[src/rtl/frequent_itemset_support_count_assert.svh]
// Assertion macros shared by the frequent itemset support counter modules.
`ifndef FREQUENT_ITEMSET_SUPPORT_COUNT_ASSERT_SVH
`define FREQUENT_ITEMSET_SUPPORT_COUNT_ASSERT_SVH

// Same-cycle implication, checked on aclk outside of reset.
`define FISC_ASSERT_IMP(lbl, ante, cons, msg) \
    lbl: assert property (@(posedge aclk) disable iff (!aresetn) (ante) |-> (cons)) \
        else $error(msg);

// Next-cycle implication, checked on aclk outside of reset.
`define FISC_ASSERT_NXT(lbl, ante, cons, msg) \
    lbl: assert property (@(posedge aclk) disable iff (!aresetn) (ante) |=> (cons)) \
        else $error(msg);

// Invariant that holds on every clock edge outside of reset.
`define FISC_ASSERT_ALW(lbl, expr, msg) \
    lbl: assert property (@(posedge aclk) disable iff (!aresetn) (expr)) \
        else $error(msg);

`endif

[src/rtl/fisc_pkg.sv]
// Shared constants, types and tables of the frequent itemset support counter.
`default_nettype none

package fisc_pkg;

    // Fixed sizes of the block.
    localparam int ITEMS       = 6;
    localparam int MASK_W      = ITEMS;
    localparam int SETS        = (1 << ITEMS) - 1;
    localparam int COUNT_WIDTH = 16;
    localparam int BP_W        = 14;
    localparam int IC_W        = 3;
    localparam int PROD_W      = COUNT_WIDTH + BP_W;
    localparam int BP_SCALE    = 10000;

    localparam logic [COUNT_WIDTH-1:0] COUNT_MAX = '1;

    // Stream and configuration port widths.
    localparam int S_TDATA_W  = 8;
    localparam int M_TDATA_W  = 40;
    localparam int M_TUSER_W  = 2;
    localparam int CFG_IDX_W  = 1;
    localparam int CFG_DATA_W = BP_W;

    // Configuration register indexes.
    localparam logic [CFG_IDX_W-1:0] CFG_ITEM_COUNT  = 1'b0;
    localparam logic [CFG_IDX_W-1:0] CFG_MIN_SUPPORT = 1'b1;

    // Input beat kinds carried on s_tuser.
    localparam logic MODE_COUNT  = 1'b0;
    localparam logic MODE_REPORT = 1'b1;

    // Reset values of the configuration registers.
    localparam logic [IC_W-1:0] ITEM_COUNT_RST  = 3'd6;
    localparam logic [BP_W-1:0] MIN_SUPPORT_RST = 14'd5000;

    // Report order: by itemset size, then lexicographic order of item indices.
    localparam logic [MASK_W-1:0] ORDER_MASK [SETS] = '{
        6'h01, 6'h02, 6'h04, 6'h08, 6'h10, 6'h20,
        6'h03, 6'h05, 6'h09, 6'h11, 6'h21, 6'h06, 6'h0A, 6'h12, 6'h22,
        6'h0C, 6'h14, 6'h24, 6'h18, 6'h28, 6'h30,
        6'h07, 6'h0B, 6'h13, 6'h23, 6'h0D, 6'h15, 6'h25, 6'h19, 6'h29,
        6'h31, 6'h0E, 6'h16, 6'h26, 6'h1A, 6'h2A, 6'h32, 6'h1C, 6'h2C,
        6'h34, 6'h38,
        6'h0F, 6'h17, 6'h27, 6'h1B, 6'h2B, 6'h33, 6'h1D, 6'h2D, 6'h35,
        6'h39, 6'h1E, 6'h2E, 6'h36, 6'h3A, 6'h3C,
        6'h1F, 6'h2F, 6'h37, 6'h3B, 6'h3D, 6'h3E,
        6'h3F
    };

    // Commands from the controller to the datapath.
    typedef struct packed {
        logic load;      // take the input beat
        logic cnt_rd;    // read the next counter of a count walk
        logic rpt_rd;    // read the counter at the current report position
        logic rpt_skip;  // step past a report position outside the items in use
        logic rpt_eval;  // judge the counter read and step on
        logic flush;     // send the final result and clear the counts
    } fisc_cmd_t;

    // Status from the datapath to the controller.
    typedef struct packed {
        logic total_zero;
        logic cw_last;
        logic p_in_range;
        logic p_last;
        logic qual;
        logic pend_valid;
        logic out_free;
    } fisc_sts_t;

    // Mask of the items in use; zero counts as one item, large values as all.
    function automatic logic [MASK_W-1:0] full_mask(input logic [IC_W-1:0] ic);
        logic [MASK_W-1:0] m;
        case (ic)
            3'd0, 3'd1: m = 6'h01;
            3'd2:       m = 6'h03;
            3'd3:       m = 6'h07;
            3'd4:       m = 6'h0F;
            3'd5:       m = 6'h1F;
            default:    m = 6'h3F;
        endcase
        return m;
    endfunction

endpackage

`default_nettype wire

[src/rtl/fisc_ctrl.sv]
// Controller state machine that sequences count walks and report scans.
`default_nettype none

`include "frequent_itemset_support_count_assert.svh"

module fisc_ctrl import fisc_pkg::*; (
    input  wire logic aclk,
    input  wire logic aresetn,
    input  wire logic s_tvalid,
    input  wire logic s_tuser,
    output logic      s_tready,
    output fisc_cmd_t cmd,
    input  fisc_sts_t sts
);

    typedef enum logic [5:0] {
        ST_IDLE   = 6'b000001,
        ST_CNT    = 6'b000010,
        ST_CNT_WB = 6'b000100,
        ST_SCAN   = 6'b001000,
        ST_EVAL   = 6'b010000,
        ST_FLUSH  = 6'b100000
    } fisc_state_t;

    fisc_state_t state_reg, state_next;

    // State register.
    always_ff @(posedge aclk) begin
        if (!aresetn) begin
            state_reg <= ST_IDLE;
        end else begin
            state_reg <= state_next;
        end
    end

    // Next state and command decode.
    always_comb begin
        state_next = state_reg;
        cmd        = '0;
        case (state_reg)
            ST_IDLE: begin
                if (s_tvalid) begin
                    cmd.load = 1'b1;
                    if (s_tuser == MODE_COUNT) begin
                        state_next = ST_CNT;
                    end else if (sts.total_zero) begin
                        state_next = ST_FLUSH;
                    end else begin
                        state_next = ST_SCAN;
                    end
                end
            end
            ST_CNT: begin
                cmd.cnt_rd = 1'b1;
                if (sts.cw_last) begin
                    state_next = ST_CNT_WB;
                end
            end
            ST_CNT_WB: begin
                state_next = ST_IDLE;
            end
            ST_SCAN: begin
                if (sts.p_in_range) begin
                    cmd.rpt_rd = 1'b1;
                    state_next = ST_EVAL;
                end else begin
                    cmd.rpt_skip = 1'b1;
                    if (sts.p_last) begin
                        state_next = ST_FLUSH;
                    end
                end
            end
            ST_EVAL: begin
                // A hit that displaces a pending result needs a free output slot.
                if (!(sts.qual && sts.pend_valid) || sts.out_free) begin
                    cmd.rpt_eval = 1'b1;
                    state_next   = sts.p_last ? ST_FLUSH : ST_SCAN;
                end
            end
            ST_FLUSH: begin
                if (sts.out_free) begin
                    cmd.flush  = 1'b1;
                    state_next = ST_IDLE;
                end
            end
            default: begin
                state_next = ST_IDLE;
            end
        endcase
    end

    assign s_tready = (state_reg == ST_IDLE);

    `FISC_ASSERT_NXT(a_count_starts_walk, cmd.load && s_tuser == MODE_COUNT, state_reg == ST_CNT, "count beat did not start a counter walk")
    `FISC_ASSERT_NXT(a_walk_end_writes_back, cmd.cnt_rd && sts.cw_last, state_reg == ST_CNT_WB, "counter walk did not finish with a write-back cycle")
    `FISC_ASSERT_ALW(a_one_command, $onehot0({cmd.load, cmd.cnt_rd, cmd.rpt_rd, cmd.rpt_skip, cmd.rpt_eval, cmd.flush}), "more than one datapath command at once")

endmodule

`default_nettype wire

[src/rtl/fisc_dpath.sv]
// Datapath: counter memory, totals, threshold compare and result register.
`default_nettype none

`include "frequent_itemset_support_count_assert.svh"

module fisc_dpath import fisc_pkg::*; (
    input  wire logic                  aclk,
    input  wire logic                  aresetn,
    // Configuration writes.
    input  wire logic                  cfg_wr_en,
    input  wire logic [CFG_IDX_W-1:0]  cfg_wr_index,
    input  wire logic [CFG_DATA_W-1:0] cfg_wr_data,
    // Input beat payload.
    input  wire logic [S_TDATA_W-1:0]  s_tdata,
    input  wire logic                  s_tuser,
    // Result channel.
    output logic                       m_tvalid,
    input  wire logic                  m_tready,
    output logic [M_TDATA_W-1:0]       m_tdata,
    output logic [M_TUSER_W-1:0]       m_tuser,
    output logic                       m_tlast,
    // Controller link.
    input  fisc_cmd_t                  cmd,
    output fisc_sts_t                  sts
);

    // Configuration registers.
    logic [IC_W-1:0] item_count_reg;
    logic [BP_W-1:0] min_bp_reg;

    // Transaction state.
    logic [COUNT_WIDTH-1:0] total_reg, total_next;
    logic                   sat_reg, sat_next;
    logic [MASK_W-1:0]      t_reg;
    logic [PROD_W-1:0]      need_reg;

    // Walk position for counting and for reporting.
    logic [MASK_W-1:0]      cw_reg;
    logic [MASK_W-1:0]      p_reg;

    // Counter memory, its valid bits and its registered read port.
    logic [COUNT_WIDTH-1:0] cnt_mem [SETS];
    logic [SETS-1:0]        vbits_reg;
    logic [COUNT_WIDTH-1:0] rdata_reg;
    logic                   rvalid_reg;
    logic [MASK_W-1:0]      rd_addr;

    // Write-back stage of the count walk.
    logic                   wr_go_reg;
    logic [MASK_W-1:0]      wr_m_reg;
    logic [MASK_W-1:0]      wr_addr;
    logic                   mem_we;

    // Pending hit that waits to learn whether it is the last one.
    logic                   pend_valid_reg;
    logic [MASK_W-1:0]      pend_mask_reg;
    logic [COUNT_WIDTH-1:0] pend_cnt_reg;

    // Result register.
    logic                   out_valid_reg;
    logic [MASK_W-1:0]      out_mask_reg;
    logic [COUNT_WIDTH-1:0] out_cnt_reg;
    logic [COUNT_WIDTH-1:0] out_total_reg;
    logic                   out_freq_reg;
    logic                   out_ovf_reg;
    logic                   out_last_reg;

    logic [MASK_W-1:0]      full;
    logic [MASK_W-1:0]      order_m;
    logic [COUNT_WIDTH-1:0] cur_cnt;
    logic                   cur_at_max;
    logic [COUNT_WIDTH-1:0] inc_val;
    logic [PROD_W-1:0]      scaled;
    logic                   qual;
    logic                   out_free;
    logic                   push_pend;
    logic                   push_marker;

    assign full    = full_mask(item_count_reg);
    assign order_m = ORDER_MASK[p_reg];

    // Configuration registers.
    always_ff @(posedge aclk) begin
        if (!aresetn) begin
            item_count_reg <= ITEM_COUNT_RST;
            min_bp_reg     <= MIN_SUPPORT_RST;
        end else if (cfg_wr_en) begin
            case (cfg_wr_index)
                CFG_ITEM_COUNT:  item_count_reg <= cfg_wr_data[IC_W-1:0];
                CFG_MIN_SUPPORT: min_bp_reg     <= cfg_wr_data;
                default:         item_count_reg <= item_count_reg;
            endcase
        end
    end

    // Counter value read back; an entry never written since the last clear is zero.
    assign cur_cnt    = rvalid_reg ? rdata_reg : '0;
    assign cur_at_max = (cur_cnt == COUNT_MAX);
    assign inc_val    = cur_at_max ? cur_cnt : cur_cnt + 1'b1;

    // Write back only itemsets that the transaction contains.
    assign wr_addr = wr_m_reg - 1'b1;
    assign mem_we  = wr_go_reg && ((t_reg & wr_m_reg) == wr_m_reg);

    // One read port serves the count walk and the report scan.
    assign rd_addr = cmd.cnt_rd ? (cw_reg - 1'b1) : (order_m - 1'b1);

    // Counter memory.
    always_ff @(posedge aclk) begin
        if (mem_we) begin
            cnt_mem[wr_addr] <= inc_val;
        end
        rdata_reg  <= cnt_mem[rd_addr];
        rvalid_reg <= vbits_reg[rd_addr];
    end

    // Valid bits: cleared by reset and at the end of every report.
    always_ff @(posedge aclk) begin
        if (!aresetn || cmd.flush) begin
            vbits_reg <= '0;
        end else if (mem_we) begin
            vbits_reg[wr_addr] <= 1'b1;
        end
    end

    // Threshold compare: count * 10000 against min_support_bp * total.
    assign scaled = PROD_W'(cur_cnt) * PROD_W'(BP_SCALE);
    assign qual   = (scaled >= need_reg);

    // Total and saturation flag.
    always_comb begin
        total_next = total_reg;
        sat_next   = sat_reg;
        if (cmd.flush) begin
            total_next = '0;
            sat_next   = 1'b0;
        end else begin
            if (cmd.load && s_tuser == MODE_COUNT) begin
                if (total_reg == COUNT_MAX) begin
                    sat_next = 1'b1;
                end else begin
                    total_next = total_reg + 1'b1;
                end
            end
            if (mem_we && cur_at_max) begin
                sat_next = 1'b1;
            end
        end
    end

    always_ff @(posedge aclk) begin
        if (!aresetn) begin
            total_reg <= '0;
            sat_reg   <= 1'b0;
        end else begin
            total_reg <= total_next;
            sat_reg   <= sat_next;
        end
    end

    // Beat capture and walk positions.
    always_ff @(posedge aclk) begin
        if (cmd.load) begin
            t_reg    <= s_tdata[MASK_W-1:0] & full;
            need_reg <= PROD_W'(min_bp_reg) * PROD_W'(total_reg);
            cw_reg   <= MASK_W'(1);
            p_reg    <= '0;
        end else begin
            if (cmd.cnt_rd) begin
                cw_reg <= cw_reg + 1'b1;
            end
            if (cmd.rpt_skip || cmd.rpt_eval) begin
                p_reg <= p_reg + 1'b1;
            end
        end
        wr_m_reg <= cw_reg;
    end

    always_ff @(posedge aclk) begin
        if (!aresetn) begin
            wr_go_reg <= 1'b0;
        end else begin
            wr_go_reg <= cmd.cnt_rd;
        end
    end

    // Result hand-off: a hit pushes the previous pending one; the flush
    // pushes the final pending hit, or the marker when there is none.
    assign out_free    = !out_valid_reg || m_tready;
    assign push_pend   = pend_valid_reg && ((cmd.rpt_eval && qual) || cmd.flush);
    assign push_marker = cmd.flush && !pend_valid_reg;

    always_ff @(posedge aclk) begin
        if (!aresetn) begin
            pend_valid_reg <= 1'b0;
        end else if (cmd.flush) begin
            pend_valid_reg <= 1'b0;
        end else if (cmd.rpt_eval && qual) begin
            pend_valid_reg <= 1'b1;
        end
    end

    always_ff @(posedge aclk) begin
        if (cmd.rpt_eval && qual) begin
            pend_mask_reg <= order_m;
            pend_cnt_reg  <= cur_cnt;
        end
    end

    // Output register.
    always_ff @(posedge aclk) begin
        if (!aresetn) begin
            out_valid_reg <= 1'b0;
        end else if (push_pend || push_marker) begin
            out_valid_reg <= 1'b1;
        end else if (m_tready) begin
            out_valid_reg <= 1'b0;
        end
    end

    always_ff @(posedge aclk) begin
        if (push_pend || push_marker) begin
            out_mask_reg  <= push_marker ? '0 : pend_mask_reg;
            out_cnt_reg   <= push_marker ? '0 : pend_cnt_reg;
            out_total_reg <= total_reg;
            out_freq_reg  <= !push_marker;
            out_ovf_reg   <= sat_reg;
            out_last_reg  <= cmd.flush;
        end
    end

    assign m_tvalid = out_valid_reg;
    assign m_tdata  = {{(M_TDATA_W - MASK_W - 2*COUNT_WIDTH){1'b0}},
                       out_total_reg, out_cnt_reg, out_mask_reg};
    assign m_tuser  = {out_ovf_reg, out_freq_reg};
    assign m_tlast  = out_last_reg;

    // Status to the controller.
    always_comb begin
        sts            = '0;
        sts.total_zero = (total_reg == '0);
        sts.cw_last    = (cw_reg == full);
        sts.p_in_range = ((order_m & ~full) == '0);
        sts.p_last     = (p_reg == MASK_W'(SETS - 1));
        sts.qual       = qual;
        sts.pend_valid = pend_valid_reg;
        sts.out_free   = out_free;
    end

    `FISC_ASSERT_IMP(a_push_needs_slot, push_pend || push_marker, !out_valid_reg || m_tready, "result pushed over a beat not yet taken")
    `FISC_ASSERT_NXT(a_flush_clears, cmd.flush, total_reg == '0 && !sat_reg && !pend_valid_reg, "report end did not clear the counts")
    `FISC_ASSERT_IMP(a_write_in_range, mem_we, (wr_m_reg & ~t_reg) == '0 && wr_m_reg != '0, "counter written for an itemset outside the transaction")

endmodule

`default_nettype wire

[src/rtl/frequent_itemset_support_count.sv]
// Top level of the frequent itemset support counter.
//
// Input channel (s_*): one beat per command. s_tuser = 0 counts the
// transaction in s_tdata[5:0]; s_tuser = 1 reports the frequent itemsets
// and clears all counts. s_tready is high only while the block is idle.
// Result channel (m_*): one beat per frequent itemset, ordered by size and
// then by item index; m_tlast marks the final beat of a report. With no
// transactions or no frequent itemset, one marker beat with m_tuser[0] = 0.
// During a count beat the walk reads one counter a cycle through the single
// read port of the counter memory, then writes back. A report steps past each
// itemset outside the items in use, reads and judges each itemset inside
// them, then finishes with a flush; a result leaves after its successor is
// found, the last with the flush.
// Reset clears all counts, the total and the overflow flag and sets
// item_count = 6, min_support_bp = 5000. A stalled receiver holds the
// result register; the scan waits until the next result can be placed.
`default_nettype none

module frequent_itemset_support_count import fisc_pkg::*; (
    input  wire logic                  aclk,
    input  wire logic                  aresetn,
    // Configuration write port.
    input  wire logic                  cfg_wr_en,
    input  wire logic [CFG_IDX_W-1:0]  cfg_wr_index,
    input  wire logic [CFG_DATA_W-1:0] cfg_wr_data,
    // Input stream.
    input  wire logic                  s_tvalid,
    output logic                       s_tready,
    input  wire logic [S_TDATA_W-1:0]  s_tdata,   // [5:0] transaction_bits, [7:6] zero
    input  wire logic                  s_tuser,   // [0] mode
    // Result stream.
    output logic                       m_tvalid,
    input  wire logic                  m_tready,
    output logic [M_TDATA_W-1:0]       m_tdata,   // [5:0] itemset_mask,
                                                  // [21:6] support_count,
                                                  // [37:22] transaction_total,
                                                  // [39:38] zero
    output logic [M_TUSER_W-1:0]       m_tuser,   // [0] frequent, [1] overflow
    output logic                       m_tlast
);

    fisc_cmd_t cmd;
    fisc_sts_t sts;

    // Controller.
    fisc_ctrl u_ctrl (
        .aclk     (aclk),
        .aresetn  (aresetn),
        .s_tvalid (s_tvalid),
        .s_tuser  (s_tuser),
        .s_tready (s_tready),
        .cmd      (cmd),
        .sts      (sts)
    );

    // Datapath.
    fisc_dpath u_dpath (
        .aclk         (aclk),
        .aresetn      (aresetn),
        .cfg_wr_en    (cfg_wr_en),
        .cfg_wr_index (cfg_wr_index),
        .cfg_wr_data  (cfg_wr_data),
        .s_tdata      (s_tdata),
        .s_tuser      (s_tuser),
        .m_tvalid     (m_tvalid),
        .m_tready     (m_tready),
        .m_tdata      (m_tdata),
        .m_tuser      (m_tuser),
        .m_tlast      (m_tlast),
        .cmd          (cmd),
        .sts          (sts)
    );

endmodule

`default_nettype wire

[config.mk]
export PLATFORM = sky130hd
export DESIGN_NAME = frequent_itemset_support_count
export DESIGN_NICKNAME = d
export VERILOG_FILES = /design/src/rtl/fisc_pkg.sv /design/src/rtl/fisc_ctrl.sv /design/src/rtl/fisc_dpath.sv /design/src/rtl/frequent_itemset_support_count.sv
export VERILOG_INCLUDE_DIRS = /design/src /design/src/rtl
export SDC_FILE = /design/constraint.sdc
export NUM_CORES = 2
export LEC_CHECK = 0
export BUFFER_PORTS_ARGS = -buffer_cell sky130_fd_sc_hd__buf_2
export CAP_MARGIN = 20
export CELL_PAD_IN_SITES_DETAIL_PLACEMENT = 1
export CELL_PAD_IN_SITES_GLOBAL_PLACEMENT = 2
export CORE_MARGIN = 2
export CORE_UTILIZATION = 50
export CTS_BUF_LIST = sky130_fd_sc_hd__clkbuf_16
export DETAILED_ROUTE_END_ITERATION = 7
export HOLD_SLACK_MARGIN = 0.1
export MAX_ROUTING_LAYER = met4
export PLACE_DENSITY = 0.95
export SETUP_SLACK_MARGIN = 0.4
export SLEW_MARGIN = 20
export SYNTH_ARGS = -nofsm -noshare
export SYNTH_HDL_FRONTEND = slang
export SYNTH_SLANG_ARGS = --single-unit
[constraint.sdc]
create_clock -name aclk -period 21.9 [get_ports aclk]
set_input_delay 1.095 -clock aclk [delete_from_list [all_inputs] [get_ports aclk]]
set_output_delay 1.095 -clock aclk [all_outputs]
set_load 0.1 [all_outputs]
==> reports/summary.md <==
The via count normalized by instance count was 6.11. The run gives 37.2k as the via count of the first global-routing pass. The critical path launch point type was a register. Net switching is 22.6% of the power.

The number of max-slew violations in the final report was 0. Setup violations remaining at the end of the flow were counted as 0. The die is 349 µm tall.

The number of enable-type register cells in the synthesized netlist came out at 1,107. The run gives 12.36 ns as the setup slack at placement. The cell that appears most often on the critical path is sky130_fd_sc_hd__inv_1. Setup repair after global routing left no endpoint under its margin.

For the final database, setup skew stands at 0.0484 ns. The synthesis warning total was 0; the proportion of netlist area held by the largest area contributor was 55.8%. The average wire per cell in the routed design is 28.2 µm.

Summed over all failing endpoints, the final setup total negative slack is 0 ns. The element type at the critical path end is a register. After detailed routing, the number of remaining DRC violations is 0. In this run the static leakage power is 25.5 nW.

Data on the critical path is required at its endpoint by 22.27 ns. Pin placement for this block handled 74 I/O pins. Per report_power, the sequential group accounts for 52.6% of the total. The power per cell area works out to 74.8 mW/mm². The total power came out at 4.95 mW.

TritonCTS built the clock tree. The floorplan step defined a core boundary enclosing 0.118 mm². For the clock share of power, the log shows 43.7%.

By area the synthesized netlist is led by sky130_fd_sc_hd__edfxtp_1 (56%), sky130_fd_sc_hd__mux4_2 (9.7%), sky130_fd_sc_hd__fa_1 (6.6%). The flip-flop cell with the highest count after synthesis is sky130_fd_sc_hd__edfxtp_1. For this run, the detailed router's first-pass iteration total came to 5. The final hold violation count was 0. At the pin with the least slew margin, the transition time is 1.10 ns. Master of the slowest instance on the critical path: sky130_fd_sc_hd__dfxtp_1. sky130_fd_sc_hd__edfxtp_1 takes more of the synthesized area than any other cell. The starting DRC count in detailed routing is 3,194, and the overall global routing resource usage is 27.4%. The tools report the max-capacitance violation count as 0. For this run, the slowest stage of the critical path takes 0.85 ns. At the worst endpoint, the arrival time is 9.72 ns. The net count of the finished layout is 4,425. The count of H-tree levels built during CTS was 4. The flip-flop count of the largest register, all copies and words added works out to 1,008. The flow ran to the end, and the final reports show no timing, DRC or antenna violations.

IR analysis of the VDD net gives a maximum drop of 0.0906 mV. Averaged over all synthesized cells, the footprint is 15.4 µm². Buffers placed on the I/O ports in this run total 69. Clock tree synthesis selected as its root buffer the cell sky130_fd_sc_hd__clkbuf_16. The run gives 131 as the number of buffers created by CTS. In this run the remaining antenna-violating nets after routing total 0.

Of the cells placed in the final design, the portion with a size suffix greater than 1 is 16.3%. Derived from the worst setup path, the maximum achievable clock frequency is 107 MHz. The initial utilization of the core area, before any placement, comes to 50.4%.

For this design, the sink count on the clock tree is 1,248. Entering global routing, the biggest net connects 139 pins. The synthesized netlist occupies a cell area of 0.0596 mm².

Summed over all layers, the global routing overflow is 0. Wires add up to 159,000 µm. The type of the most critical hold path was reg -> reg. After synthesis, flip-flops and latches occupy 60.6% of the total area.

After synthesis the netlist holds a flip-flop and latch count of 1,248. The critical path is of the reg -> reg type. The global-route wire length before repair was 240,000 µm. The net switching power was 1.12 mW; the clock period minus final worst setup slack was 9.35 ns. From synthesis to final layout, the design area changed by 11.1%.

The number of buffers added to fix hold violations after cts is 0. The number of antenna violations at the first check in global routing was 5. The share of the cycle needed by the critical path after routing works out to 42.7%. Post-CTS repair changed the size of 0 cells. From left edge to right edge, the die measures 349 µm.

For the routed via count, the log shows 34.4k. The tools report the number of distinct library cells after synthesis as 90. Counting flops with an async set or reset pin after synthesis yields a share of 0%. The minimum setup slack in the final design is 12.55 ns. After legalization and detailed placement, the total HPWL measured 93,700 µm. Cell internal power was estimated by the tool at 3.83 mW.

Of the total power, combinational logic draws 3.7%. Of all nets on the critical path, the largest fanout is 41. The clock transition at the register clock pins on the worst setup and hold paths after CTS came out at 0.06 ns. The clock passes through at most 3 buffers.

Clock latency on the worst-skew pair, taken at its later pin, is 0.78 ns. The area of the die was 0.122 mm². The tools report the weighted congestion at the end of routability-driven global placement as 0.829. The run gives 3,864 as the post-synthesis cell count.

The tools report the number of buffers added for setup after CTS as 0. The worst pin sits at a relative slew slack of 26.3%. The initialized floorplan defines 126 standard-cell rows.
[final cells by class]
class / count / area (µm²)
well taps: 1536 / 1920
inverters: 285 / 1070
fillers: 10900 / 51900
clock inverters: 106 / 787
clock buffers: 134 / 3350
diodes: 4 / 10.0
multi-input cells: 2142 / 21700
flip-flops and latches: 1248 / 36100
repair buffers: 179 / 1230
[cell families after synthesis]
| family | Yosys count | share of synthesized area (%) |
|---|---|---|
| other | 1 | 0.00630 |
| AO/OA/AOI/OAI | 256 | 2.87 |
| XOR/XNOR | 98 | 1.47 |
| AND/OR/NAND/NOR | 866 | 6.69 |
| buffers and inverters | 475 | 3.36 |
| adder cells (fa/ha/maj) | 410 | 11.1 |
| multiplexers | 510 | 14.0 |
| flip-flops | 1248 | 60.6 |
[worst paths after layout]
kind | from | endpoint | slack (ns) | cells past startpoint
worst max-delay path | u_dpath.rvalid_reg | u_dpath.out_mask_reg[1] | 12.55 | 30
worst min-delay path | u_dpath.cw_reg[5] | u_dpath.wr_m_reg[5] | 0.43 | 0
worst max register to register | u_dpath.rvalid_reg | u_dpath.out_mask_reg[1] | 12.55 | 30
worst min register to register | u_dpath.cw_reg[5] | u_dpath.wr_m_reg[5] | 0.43 | 0
[Yosys cell counts, types with 38 or more instances]
| library cell | n |
|---|---|
| sky130_fd_sc_hd__edfxtp_1 | 1107 |
| sky130_fd_sc_hd__nand2_1 | 292 |
| sky130_fd_sc_hd__inv_1 | 282 |
| sky130_fd_sc_hd__nor2_1 | 282 |
| sky130_fd_sc_hd__mux4_2 | 256 |
| sky130_fd_sc_hd__mux2i_1 | 249 |
| sky130_fd_sc_hd__ha_1 | 214 |
| sky130_fd_sc_hd__fa_1 | 195 |
| sky130_fd_sc_hd__dfxtp_1 | 141 |
| sky130_fd_sc_hd__clkbuf_1 | 120 |
| sky130_fd_sc_hd__and2_1 | 108 |
| sky130_fd_sc_hd__a21oi_1 | 65 |
| sky130_fd_sc_hd__xnor2_1 | 57 |
| sky130_fd_sc_hd__o21ai_0 | 41 |
| sky130_fd_sc_hd__xor2_1 | 39 |
| sky130_fd_sc_hd__nand3_1 | 38 |
[worst max-delay path, delay by kind of cell, from the launching register on]
family          cells  cell delay, ns
buf+inv             6            0.83
fa+ha+maj           7            2.73
compound gates     11            3.13
xor+xnor            1            0.19
flops               1            0.85
simple gates        5            1.12
[metal layers]
layer / share of wire, % / vias to the layer above / track usage [%]
li1: - / 14500 / -
met1: 40 / 18100 / 35.3
met2: 50 / 1558 / 44.8
met3: 6.8 / 317 / 4.05
met4: 3.1 / 0 / 9.37
met5: 0 / - / -
[power by group through the flow]
stage	combinational, mW	sequential (mW)	clock, mW
2_1_floorplan	0.120	2.65	0
3_3_place_gp	0.171	2.65	0
3_5_place_dp	0.179	2.65	0
4_1_cts	0.182	2.60	2.19
5_1_grt	0.198	2.60	2.27
6_report	0.182	2.60	2.16
[cell usage in the layout, fill, tap and decap left out, drive strengths merged, types with 109 or more instances in the layout]
| cell type | n |
|---|---|
| nand2 | 292 |
| fa | 195 |
| and2 | 109 |
| dfxtp | 141 |
| clkbuf | 134 |
| nor2 | 282 |
| mux4 | 256 |
| ha | 214 |
| edfxtp | 1107 |
| mux2i | 251 |
| inv | 323 |
| buf | 179 |
[per-stage QoR]
stage | hold WS [ns] | util, % | area, µm² | std cells
after global placement | 0.443 | 52.5 | 61900 | 5389
after detailed placement | 0.448 | 52.5 | 61900 | 5389
after CTS | 0.423 | 56.0 | 66100 | 5629
after global routing | 0.438 | 56.0 | 66100 | 5632
after floorplan | 0.329 | - | 59600 | 3865
final | 0.428 | 56.0 | 66100 | 5634
Note: power is estimated with default switching activity, not from simulation.
